[src/rtl/core/nectx_pkg.sv]
// nectx_pkg: shared types and timing constants for the nec ir frame transmitter
// no dependencies; imported by the sequencer and the top level

package nectx_pkg;

    // item kinds on the request channel
    localparam logic KIND_TICK  = 1'b0;
    localparam logic KIND_START = 1'b1;

    // waveform segments
    typedef enum logic [3:0] {
        SEG_IDLE       = 4'd0,
        SEG_HDR_MARK   = 4'd1,
        SEG_HDR_SPACE  = 4'd2,
        SEG_BIT_MARK   = 4'd3,
        SEG_BIT_SPACE  = 4'd4,
        SEG_STOP_MARK  = 4'd5,
        SEG_STOP_SPACE = 4'd6,
        SEG_REP_MARK   = 4'd7,
        SEG_REP_SPACE  = 4'd8,
        SEG_REP_BIT    = 4'd9,
        SEG_REP_GAP    = 4'd10
    } seg_t;

    localparam int TICK_W  = 17;
    localparam int PHASE_W = 5;
    localparam int BIT_W   = 6;
    localparam int REP_W   = 8;

    // segment lengths in microsecond ticks
    localparam logic [TICK_W-1:0] LEN_LEADER    = 17'd9000;
    localparam logic [TICK_W-1:0] LEN_HDR_SPACE = 17'd4500;
    localparam logic [TICK_W-1:0] LEN_SHORT     = 17'd560;
    localparam logic [TICK_W-1:0] LEN_ONE_SPACE = 17'd1690;
    localparam logic [TICK_W-1:0] LEN_STOP_GAP  = 17'd40000;
    localparam logic [TICK_W-1:0] LEN_REP_SPACE = 17'd2250;
    localparam logic [TICK_W-1:0] LEN_REP_GAP   = 17'd96000;

    // 38 khz carrier, one third duty
    localparam int CARRIER_KHZ    = 38;
    localparam int CARRIER_PERIOD = 1000 / CARRIER_KHZ;
    localparam int CARRIER_ON     = CARRIER_PERIOD / 3;
    localparam logic [PHASE_W-1:0] PHASE_PERIOD = PHASE_W'(CARRIER_PERIOD);
    localparam logic [PHASE_W-1:0] PHASE_ON     = PHASE_W'(CARRIER_ON);

    // number of data bits in a frame
    localparam logic [BIT_W-1:0] FRAME_BITS = 6'd32;

    typedef struct packed {
        logic led_on;
        logic busy_res;
        logic start_taken;
        logic sequence_done;
    } res_t;

    // lsb-first frame: addr lo, addr hi (or ~lo), cmd, ~cmd
    function automatic logic [31:0] build_frame(input logic [15:0] address,
                                                input logic [7:0]  command);
        logic [7:0] lo;
        logic [7:0] hi;
        lo = address[7:0];
        hi = (address[15:8] == 8'h00) ? ~lo : address[15:8];
        return {~command, command, hi, lo};
    endfunction

endpackage

[src/rtl/core/nectx_req_if.sv]
// nectx_req_if: request channel of the nec ir transmitter (valid/ready + item)
// depends on nothing

interface nectx_req_if;
    logic        valid;
    logic        ready;
    logic        kind;
    logic [15:0] address;
    logic [7:0]  command;
    logic [7:0]  repeat_count;

    modport source (output valid, output kind, output address, output command,
                    output repeat_count, input ready);
    modport sink   (input valid, input kind, input address, input command,
                    input repeat_count, output ready);
endinterface

[src/rtl/core/nectx_rsp_if.sv]
// nectx_rsp_if: result channel of the nec ir transmitter (valid/ready + word)
// depends on nothing

interface nectx_rsp_if;
    logic valid;
    logic ready;
    logic led_on;
    logic busy_res;
    logic start_taken;
    logic sequence_done;

    modport source (output valid, output led_on, output busy_res,
                    output start_taken, output sequence_done, input ready);
    modport sink   (input valid, input led_on, input busy_res,
                    input start_taken, input sequence_done, output ready);
endinterface

[src/rtl/core/nectx_seq.sv]
// nectx_seq: segment sequencer and carrier generator, one step per accepted word
// depends on nectx_pkg

module nectx_seq
    import nectx_pkg::*;
(
    input  logic        clk,
    input  logic        rst_n,
    input  logic        accept,
    input  logic        kind,
    input  logic [15:0] address,
    input  logic [7:0]  command,
    input  logic [7:0]  repeat_count,
    output res_t        res,
    output logic        busy
);

    seg_t               seg_reg, seg_next;
    logic [BIT_W-1:0]   bit_pos_reg, bit_pos_next;
    logic [31:0]        frame_reg, frame_next;
    logic [TICK_W-1:0]  ticks_reg, ticks_next;
    logic [PHASE_W-1:0] phase_reg, phase_next;
    logic [REP_W-1:0]   repeats_reg, repeats_next;

    logic [TICK_W-1:0]  ticks_inc;
    logic [PHASE_W-1:0] phase_inc;
    logic [BIT_W-1:0]   bit_inc;
    logic [TICK_W-1:0]  seg_len;
    logic               is_mark;
    logic               period_end;
    logic               seg_end;
    logic               last_gap;

    assign busy       = (seg_reg != SEG_IDLE);
    assign ticks_inc  = ticks_reg + TICK_W'(1);
    assign phase_inc  = phase_reg + PHASE_W'(1);
    assign bit_inc    = bit_pos_reg + BIT_W'(1);
    assign period_end = (phase_inc >= PHASE_PERIOD);
    assign is_mark    = seg_reg inside {SEG_HDR_MARK, SEG_BIT_MARK, SEG_STOP_MARK,
                                        SEG_REP_MARK, SEG_REP_BIT};
    assign last_gap   = seg_reg inside {SEG_STOP_SPACE, SEG_REP_GAP};
    // marks only end on a carrier period boundary
    assign seg_end    = (ticks_inc >= seg_len) && (!is_mark || period_end);

    always_comb
    begin
        case (seg_reg)
            SEG_HDR_MARK:   seg_len = LEN_LEADER;
            SEG_HDR_SPACE:  seg_len = LEN_HDR_SPACE;
            SEG_BIT_MARK:   seg_len = LEN_SHORT;
            SEG_BIT_SPACE:  seg_len = frame_reg[bit_pos_reg[4:0]] ? LEN_ONE_SPACE : LEN_SHORT;
            SEG_STOP_MARK:  seg_len = LEN_SHORT;
            SEG_STOP_SPACE: seg_len = LEN_STOP_GAP;
            SEG_REP_MARK:   seg_len = LEN_LEADER;
            SEG_REP_SPACE:  seg_len = LEN_REP_SPACE;
            SEG_REP_BIT:    seg_len = LEN_SHORT;
            SEG_REP_GAP:    seg_len = LEN_REP_GAP;
            default:        seg_len = '0;
        endcase
    end

    // next state
    always_comb
    begin
        seg_next     = seg_reg;
        bit_pos_next = bit_pos_reg;
        frame_next   = frame_reg;
        ticks_next   = ticks_reg;
        phase_next   = phase_reg;
        repeats_next = repeats_reg;
        if (accept)
        begin
            if (kind == KIND_START)
            begin
                if (!busy)
                begin
                    frame_next   = build_frame(address, command);
                    repeats_next = repeat_count;
                    bit_pos_next = '0;
                    seg_next     = SEG_HDR_MARK;
                    ticks_next   = '0;
                    phase_next   = '0;
                end
            end
            else if (busy)
            begin
                ticks_next = ticks_inc;
                if (is_mark)
                begin
                    phase_next = period_end ? '0 : phase_inc;
                end
                if (seg_end)
                begin
                    ticks_next = '0;
                    phase_next = '0;
                    case (seg_reg)
                        SEG_HDR_MARK:  seg_next = SEG_HDR_SPACE;
                        SEG_HDR_SPACE: seg_next = SEG_BIT_MARK;
                        SEG_BIT_MARK:  seg_next = SEG_BIT_SPACE;
                        SEG_BIT_SPACE:
                        begin
                            bit_pos_next = bit_inc;
                            seg_next = (bit_inc >= FRAME_BITS) ? SEG_STOP_MARK : SEG_BIT_MARK;
                        end
                        SEG_STOP_MARK: seg_next = SEG_STOP_SPACE;
                        SEG_REP_MARK:  seg_next = SEG_REP_SPACE;
                        SEG_REP_SPACE: seg_next = SEG_REP_BIT;
                        SEG_REP_BIT:   seg_next = SEG_REP_GAP;
                        SEG_STOP_SPACE, SEG_REP_GAP:
                        begin
                            if (repeats_reg != '0)
                            begin
                                repeats_next = repeats_reg - REP_W'(1);
                                seg_next     = SEG_REP_MARK;
                            end
                            else
                            begin
                                seg_next = SEG_IDLE;
                            end
                        end
                        default:       seg_next = SEG_IDLE;
                    endcase
                end
            end
        end
    end

    // result word
    always_comb
    begin
        res = '0;
        if (accept)
        begin
            if (kind == KIND_START)
            begin
                res.busy_res    = 1'b1;
                res.start_taken = !busy;
            end
            else if (busy)
            begin
                res.busy_res      = 1'b1;
                res.led_on        = is_mark && (phase_reg < PHASE_ON);
                res.sequence_done = seg_end && last_gap && (repeats_reg == '0);
            end
        end
    end

    always_ff @(posedge clk or negedge rst_n)
    begin
        if (!rst_n)
        begin
            seg_reg     <= SEG_IDLE;
            bit_pos_reg <= '0;
            frame_reg   <= '0;
            ticks_reg   <= '0;
            phase_reg   <= '0;
            repeats_reg <= '0;
        end
        else
        begin
            seg_reg     <= seg_next;
            bit_pos_reg <= bit_pos_next;
            frame_reg   <= frame_next;
            ticks_reg   <= ticks_next;
            phase_reg   <= phase_next;
            repeats_reg <= repeats_next;
        end
    end

endmodule

[src/rtl/core/nec_ir_frame_transmitter.sv]
// nec_ir_frame_transmitter: nec ir frame and repeat-code generator, top level
// depends on nectx_pkg, nectx_req_if, nectx_rsp_if and nectx_seq
//
//   channel | dir | word
//   --------+-----+-----------------------------------------------
//   req     | in  | kind, address, command, repeat_count
//   rsp     | out | led_on, busy_res, start_taken, sequence_done
//
// one word in, one word out; a new word is taken every cycle while req.ready is high
// the result appears in the output register in the cycle after acceptance
// the output register is the only stage: req.ready drops only while that
// register holds an untaken word and rsp.ready is low
// reset (async, active low) returns the sequencer to idle and empties the output

module nec_ir_frame_transmitter
    import nectx_pkg::*;
(
    input  logic         clk,
    input  logic         rst_n,
    nectx_req_if.sink    req,
    nectx_rsp_if.source  rsp
);

    logic out_valid_reg;
    res_t res_reg;
    res_t res;
    logic accept;
    logic busy;

    assign req.ready = !out_valid_reg || rsp.ready;
    assign accept    = req.valid && req.ready;

    nectx_seq u_seq (
        .clk          (clk),
        .rst_n        (rst_n),
        .accept       (accept),
        .kind         (req.kind),
        .address      (req.address),
        .command      (req.command),
        .repeat_count (req.repeat_count),
        .res          (res),
        .busy         (busy)
    );

    always_ff @(posedge clk or negedge rst_n)
    begin
        if (!rst_n)
        begin
            out_valid_reg <= 1'b0;
        end
        else if (accept)
        begin
            out_valid_reg <= 1'b1;
        end
        else if (rsp.ready)
        begin
            out_valid_reg <= 1'b0;
        end
    end

    always_ff @(posedge clk)
    begin
        if (accept)
        begin
            res_reg <= res;
        end
    end

    assign rsp.valid         = out_valid_reg;
    assign rsp.led_on        = res_reg.led_on;
    assign rsp.busy_res      = res_reg.busy_res;
    assign rsp.start_taken   = res_reg.start_taken;
    assign rsp.sequence_done = res_reg.sequence_done;

`ifndef SYNTH
    // a taken start always leaves the sequencer busy
    a_start_busy: assert property (@(posedge clk) disable iff (!rst_n)
        accept && (req.kind == KIND_START) && !busy |=> busy)
        else $error("sequencer not busy after a taken start");

    // a start word only shows as taken when the sequencer was idle
    a_taken_idle: assert property (@(posedge clk) disable iff (!rst_n)
        accept && (req.kind == KIND_START) |=> res_reg.start_taken == !$past(busy))
        else $error("start_taken disagrees with sequencer state");

    // end of sequence leaves the sequencer idle and gives a valid, busy, unlit result word
    a_done_idle: assert property (@(posedge clk) disable iff (!rst_n)
        accept && res.sequence_done |=> !busy && rsp.valid && rsp.busy_res && !rsp.led_on)
        else $error("sequence_done without return to idle");
`endif

endmodule

[src/flat_wrapper.sv]
// flat-port wrapper written by rule: the top's interface ports become plain ports
module nec_ir_frame_transmitter_flat import nectx_pkg::*;
  (clk, rst_n, req_valid, req_kind, req_address, req_command, req_repeat_count, req_ready, rsp_valid, rsp_led_on, rsp_busy_res, rsp_start_taken, rsp_sequence_done, rsp_ready);
  nectx_req_if req_i ();
  nectx_rsp_if rsp_i ();
  input  logic clk;
  input  logic rst_n;
  input wire logic [$bits(req_i.valid)-1:0] req_valid;
  input wire logic [$bits(req_i.kind)-1:0] req_kind;
  input wire logic [$bits(req_i.address)-1:0] req_address;
  input wire logic [$bits(req_i.command)-1:0] req_command;
  input wire logic [$bits(req_i.repeat_count)-1:0] req_repeat_count;
  output wire logic [$bits(req_i.ready)-1:0] req_ready;
  output wire logic [$bits(rsp_i.valid)-1:0] rsp_valid;
  output wire logic [$bits(rsp_i.led_on)-1:0] rsp_led_on;
  output wire logic [$bits(rsp_i.busy_res)-1:0] rsp_busy_res;
  output wire logic [$bits(rsp_i.start_taken)-1:0] rsp_start_taken;
  output wire logic [$bits(rsp_i.sequence_done)-1:0] rsp_sequence_done;
  input wire logic [$bits(rsp_i.ready)-1:0] rsp_ready;
  assign req_i.valid = req_valid;
  assign req_i.kind = req_kind;
  assign req_i.address = req_address;
  assign req_i.command = req_command;
  assign req_i.repeat_count = req_repeat_count;
  assign req_ready = req_i.ready;
  assign rsp_valid = rsp_i.valid;
  assign rsp_led_on = rsp_i.led_on;
  assign rsp_busy_res = rsp_i.busy_res;
  assign rsp_start_taken = rsp_i.start_taken;
  assign rsp_sequence_done = rsp_i.sequence_done;
  assign rsp_i.ready = rsp_ready;
  nec_ir_frame_transmitter u_core (.clk(clk), .rst_n(rst_n), .req(req_i), .rsp(rsp_i));
endmodule
[config.mk]
export PLATFORM = sky130hd
export DESIGN_NAME = nec_ir_frame_transmitter_flat
export DESIGN_NICKNAME = d
export VERILOG_FILES = /design/src/rtl/core/nectx_pkg.sv /design/src/rtl/core/nectx_req_if.sv /design/src/rtl/core/nectx_rsp_if.sv /design/src/rtl/core/nectx_seq.sv /design/src/rtl/core/nec_ir_frame_transmitter.sv /design/src/flat_wrapper.sv
export SDC_FILE = /design/constraint.sdc
export NUM_CORES = 1
export LEC_CHECK = 0
export ABC_AREA = 1
export BUFFER_PORTS_ARGS = -buffer_cell sky130_fd_sc_hd__buf_4
export CORE_MARGIN = 10
export CORE_UTILIZATION = 42
export DETAILED_ROUTE_END_ITERATION = 10
export REMOVE_ABC_BUFFERS = 1
export SYNTH_ARGS = -nofsm -noshare
export SYNTH_HDL_FRONTEND = slang
export SYNTH_SLANG_ARGS = --single-unit
[constraint.sdc]
create_clock -name clk -period 2.7 [get_ports clk]
set_clock_uncertainty 0.1 [all_clocks]
set_input_delay 0.135 -clock clk [delete_from_list [all_inputs] [get_ports clk]]
set_output_delay 0.135 -clock clk [all_outputs]
set_load 0.01 [all_outputs]
# == After elaboration in Yosys (flattened, before gate mapping) ==
# Cells that the tools add are included.
# totals
register_bits,77
elab_cells,103
output_inout_bits,6
# classes
addsub,4
order_cmp,5
n_eq_ne,11
n_reduce_logical,33
bitwise_logic,3
mux,36
# ops
operator,n
one-hot mux 17 bit (7 select lines),1
two-way mux 17 bit,4
two-way mux 8 bit,7
one-hot mux 4 bit (9 select lines),1
two-way mux 5 bit,6
two-way mux 6 bit,5
adder 17 x 1 -> 17 bit (second input constant),1
greater-or-equal comparator 17 bit,1
== test 4 x 3 -> 1 bit (second input constant),4
zero test 8 bit,2
two-way mux 4 bit,4
inverter 8 bit,2
nonzero test 2 bit,7
== test 4 bit (second input constant),3
two-way mux 11 bit,1
== test 4 x 2 -> 1 bit (second input constant),2
AND reduction 4 bit,2
nonzero test 8 bit,1
subtractor 8 x 1 -> 8 bit (second input constant),1
adder 6 x 1 -> 6 bit (second input constant),1
greater-or-equal comparator 6 bit (second input constant),1
< comparator 5 x 6 -> 1 bit (second input constant),1
two-way mux 3 bit,2
AND reduction 3 bit,2
18 further kinds,30

# == Longest topological paths before layout ==
# logic_depth
depth_word,9
depth_mapped,27
mapped_depth_nobuf,24

# == Cells and area by module ==
# Synthesis repeated with hierarchy kept, for this count alone.
# unflattened
hier_cells,651
area_unflattened_um2,4947.2
# modules_own_cells
module,area_each_um2,cells_each,instances,seq_area_each_um2
nectx_seq,4782.1,641,1,1801.7
nec_ir_frame_transmitter,165.2,10,1,145.1

# == Least setup slack after synthesis ==
# No wires, ideal clock.
# synth_timing
kind,reg-to-reg
from,register u_core.u_seq.bit_pos_reg[0]
to,register u_core.u_seq.bit_pos_reg[2]
path_slack_ns,-0.284
period_less_slack_ns,2.984
t_arrival_ns,2.766
path_stages_with_launch,26
path_cell_list,dfrtp_1 buf_2 inv_2 clkbuf_1 nand2_1 nand3_1 nand3_1 nand2_1 nand2_1 nand3_1 nand3_1 nand2_1 nor2_1 ha_1 nand2_1 nor2_1 nand2_1 o21ai_1 nor2_1 nand2_1 nand2_8 nand2_8 nand2_8 buf_12 nand2_2 o21ai_2
# synth_between
elab_chain_cells,8
# synth_rtl
item,line,rtl
from (decl),nectx_seq.sv:19,"logic [BIT_W-1:0] bit_pos_reg, bit_pos_next;"
from (signal assigned),nectx_seq.sv:162,bit_pos_reg <= bit_pos_next;
binary-select mux 1 bit (select 5 bit),nectx_seq.sv:51,SEG_BIT_SPACE: seg_len = frame_reg[bit_pos_reg[4:0]] ? LEN_ONE_SPACE : LEN_SHORT;
two-way mux 1 bit (implied by the code),nectx_seq.sv:51,
two-way mux 11 bit,nectx_seq.sv:51,
one-hot mux 17 bit (7 select lines),nectx_seq.sv:47,case (seg_reg)
greater-or-equal comparator 17 bit,nectx_seq.sv:43,assign seg_end = (ticks_inc >= seg_len) && (!is_mark || period_end);
logical AND 1 bit,nectx_seq.sv:43,
nonzero test 2 bit (no line),n/a,
AND reduction 5 bit (no line),n/a,
# Parallel ways exist; a longest one is shown, timed or not. The select of a mux whose other input is x is not followed.
# A chain may end at the register's enable or synchronous reset.

# == Worst setup path after layout ==
# layout_timing
from,register u_core.u_seq.ticks_reg[0]
to,register u_core.u_seq.ticks_reg[13]
# layout_between
elab_chain_cells,6
# layout_rtl
item,line,rtl
from (decl),nectx_seq.sv:21,"logic [TICK_W-1:0] ticks_reg, ticks_next;"
from (signal assigned),nectx_seq.sv:164,ticks_reg <= ticks_next;
adder 17 x 1 -> 17 bit (*),nectx_seq.sv:35,assign ticks_inc = ticks_reg + TICK_W'(1);
greater-or-equal comparator 17 bit,nectx_seq.sv:43,
logical AND 1 bit,nectx_seq.sv:43,
two-way mux 17 bit (*),nectx_seq.sv:92,if (seg_end)
two-way mux 17 bit (*),nectx_seq.sv:85,else if (busy)
two-way mux 17 bit (*),nectx_seq.sv:73,if (kind == KIND_START)
# Every way passes the cells marked *; elsewhere a longest branch is shown, timed or not. The select of a mux whose other input is x is not followed.

==> impl_metrics.tcl <==
set metrics [dict create \
    cp.arrival_ns 3.25 \
    grt_pass1_vias 4646 \
    p_leak_nw 3.39 \
    synthCells 649 \
    vias 4687 \
    drive_above_1_share_pct 28.4 \
    die_w_um 129 \
    cp_max_fo 4 \
    fmax_ghz 0.326 \
    r2r_start "u_core.u_seq.ticks_reg[0]" \
    grt_pass1_wl_mm 21.5 \
    io_pins 43 \
    postLayoutCoreUtil_pct 58.4 \
    setup_ws_ns -0.370 \
    totalWireLength_mm 12.8 \
    synth_edf_count 4 \
    ir_drop_v 0.000432 \
    fp.coreArea_sq_um 11500 \
    grt_overflow_total 0 \
    async_reset_ff_share_pct 94.8 \
    fin_area_sq_um 6730 \
    antenna_found_initial 0 \
    start_kind "flip-flop" \
    fin_setup_tns_ns -13.65 \
    synth.cell_area_sq_um 4980 \
    slew_headroom_pct 36.6 \
    cts_tree "done" \
    fin_crit_sh_pct 114 \
    endpoint_kind "flip-flop" \
    hold_class "input pin to flip-flop" \
    worst_slew_pin_slew_ns 0.951 \
    dpl_cell_area_sq_um 5980 \
    rsz0062_at_grt "true" \
    die_y_um 129 \
    drv_slew 0 \
    ys_types 40 \
    r2r_slack_ns -0.37 \
    setup_violations 41 \
    avgSynthCellArea_sq_um 7.68 \
    start_util_pct 43.3 \
    syn_to_final_growth_pct 35.0 \
    drt_iter0_drc 328 \
    max_cap_viol_count 0 \
    clk_pin_slew_ns 0.06 \
    fin_crit_ns 3.07 \
    synth_top_area_share_pct 36.7 \
    h-tree-depth 3 \
    failed_checks "negative setup slack" \
    holdPathStages 3 \
    r2r_end "u_core.u_seq.ticks_reg[13]" \
    die-area_sq_um 16600 \
    ys_ff_latch 77 \
    drcViolationCount 0 \
    ant_nets 0 \
    grtUsageMet3_pct 3.53 \
    yosysSeqAreaShare_pct 39.1 \
    synthFlopType "dfrtp_1" \
    met2_usage_pct 25.4 \
    grt_usage_pct 15.7 \
    hold_start "req_address[14]" \
    final_common_cell "nand2_1" \
    holdPathEnd "u_core.u_seq.frame_reg[14]" \
    finalHoldViolCount 0 \
    n_fill_cell 1031 \
    use_met1_pct 20.6 \
    dr.pass1.iters 4 \
    rows 39 \
    yosys_warnings 0 \
    dp_hpwl_mm 9.15 \
    crit_type "flip-flop to flip-flop" \
    top_usage_layer "met2" \
    status "complete, but fails checks" \
    reg2reg_depth 19 \
    synth_area_leaders "dfrtp_1 37%, nand2_1 14%, ha_1 6.3%" \
    required_ns 2.88 \
    fin_nets 853 \
    cts_root_buf "clkbuf_16" \
    numClockSinks 77 \
    grt_max_degree 74 \
    vias_per_cell 5.00 \
    clock_latency_ns 0.34 \
    power_density_nw_per_um2 912 \
    clk_path_buf_depth 2 \
    cts_buffers 9 \
    final_cell_mix "176 x nand2_1, 120 x buf_4, 73 x dfrtp_1" \
    gp_congestion 0.863 \
    diodes 0 \
    routedWlPerCell_um 13.7 \
    largest_reg_flops 32 \
    yosys.area.top_type "dfrtp_1" \
    portBuffers 42 \
]
layer usage:
layer,share of wire (%),wire length (um)
met1,48,6100
met2,48,6110
met3,4.0,516
met4,0.79,102
met5,0,0
synth_stat cells, types with 2 or more instances:
cell and count:
nand2_1 186, edfxtp_1 4, nor3_2 3, inv_2 11
ha_1 25, a21oi_1 28, o22ai_2 7, dfrtp_1 73
o21ai_0 18, nor2_1 49, o31ai_1 2, nor4_1 2
inv_1 65, xor2_1 12, o211ai_1 7, nor2_2 9
nand3_1 41, buf_2 3, xnor2_1 6, nand2_8 3
nand3_2 2, clkbuf_1 12, o21a_1 8, nand4_1 18
nor3_1 8, nor2_4 2, nand2_2 15, o21ai_1 11
clkinv_1 2, o21ai_2 6, a21o_1 2
where the power goes:
part | internal (mW) | switching (mW) | total, mW
Sequential | 1.55 | 0.278 | 1.83
Combinational | 1.24 | 1.70 | 2.93
Clock | 0.900 | 0.484 | 1.38
per-stage QoR:
stage	power (mW)	hold WS [ns]	std cells	setup WS (ns)
6_report	6.14	0.00438	938	-0.370
5_1_grt	6.64	0.0142	938	-0.613
4_1_cts	6.06	0.00462	935	-0.338
3_5_place_dp	4.58	0.250	897	-0.444
3_3_place_gp	4.50	0.250	897	-0.437
2_1_floorplan	3.55	-0.261	632	-0.281
worst max-delay path by stage:
stage	from	slack (ns)	endpoint
after floorplan	u_core.u_seq.bit_pos_reg[0]	-0.28	u_core.u_seq.repeats_reg[0]
after global placement	u_core.u_seq.ticks_reg[2]	-0.44	u_core.rsp.sequence_done
after detailed placement	u_core.u_seq.ticks_reg[0]	-0.44	u_core.rsp.sequence_done
after CTS	u_core.u_seq.ticks_reg[0]	-0.34	u_core.u_seq.ticks_reg[11]
after global routing	u_core.u_seq.ticks_reg[0]	-0.61	u_core.u_seq.repeats_reg[2]
final	u_core.u_seq.ticks_reg[0]	-0.37	u_core.u_seq.ticks_reg[13]
kinds of logic (layout without fill, tap and decap cells):
logic type	Yosys count	in the layout	synth area share [%]
AO/OA/AOI/OAI	93	93	12.2
AND/OR/NAND/NOR	341	344	31.5
buffers and inverters	95	238	7.78
adder cells (fa/ha/maj)	25	25	6.28
XOR/XNOR	18	18	3.16
flip-flops	77	77	39.1
worst max-delay path: stages (launching register included):
cell	delay, ns
dfrtp_1	0.38
ha_2	0.20
nand2_2	0.07
nor2_4	0.09
nand4_1	0.13
nor2_2	0.19
nand3_2	0.11
nor2_2	0.11
xor2_1	0.20
ha_1	0.28
a21o_1	0.17
nor2_2	0.11
o21ai_2	0.06
nor2_2	0.14
nand2_2	0.11
nand2_8	0.11
nand2_8	0.10
nor2_4	0.24
nand2_2	0.07
nand2_1	0.05
area by class of cell:
cell class | instances | area, sq um | area share (%)
Inverter | 78 | 293 | 4.35
Tap cell | 143 | 179 | 2.66
Multi-Input combinational cell | 480 | 2820 | 41.9
Sequential cell | 77 | 1950 | 28.9
Timing Repair Buffer | 145 | 1150 | 17.2
Clock buffer | 9 | 225 | 3.35
Clock inverter | 6 | 110 | 1.64
timing repair:
item / CTS / global route
gates cloned: 0 / 3
hold buffers: 22 / 0
setup buffers: 1 / 0
hold endpoints to repair: 102 / 0
pin swaps: 1 / 9
gates resized for setup: 7 / 29
endpoints found under the setup margin: 41 / 41
Note: power is estimated with default switching activity, not from simulation.
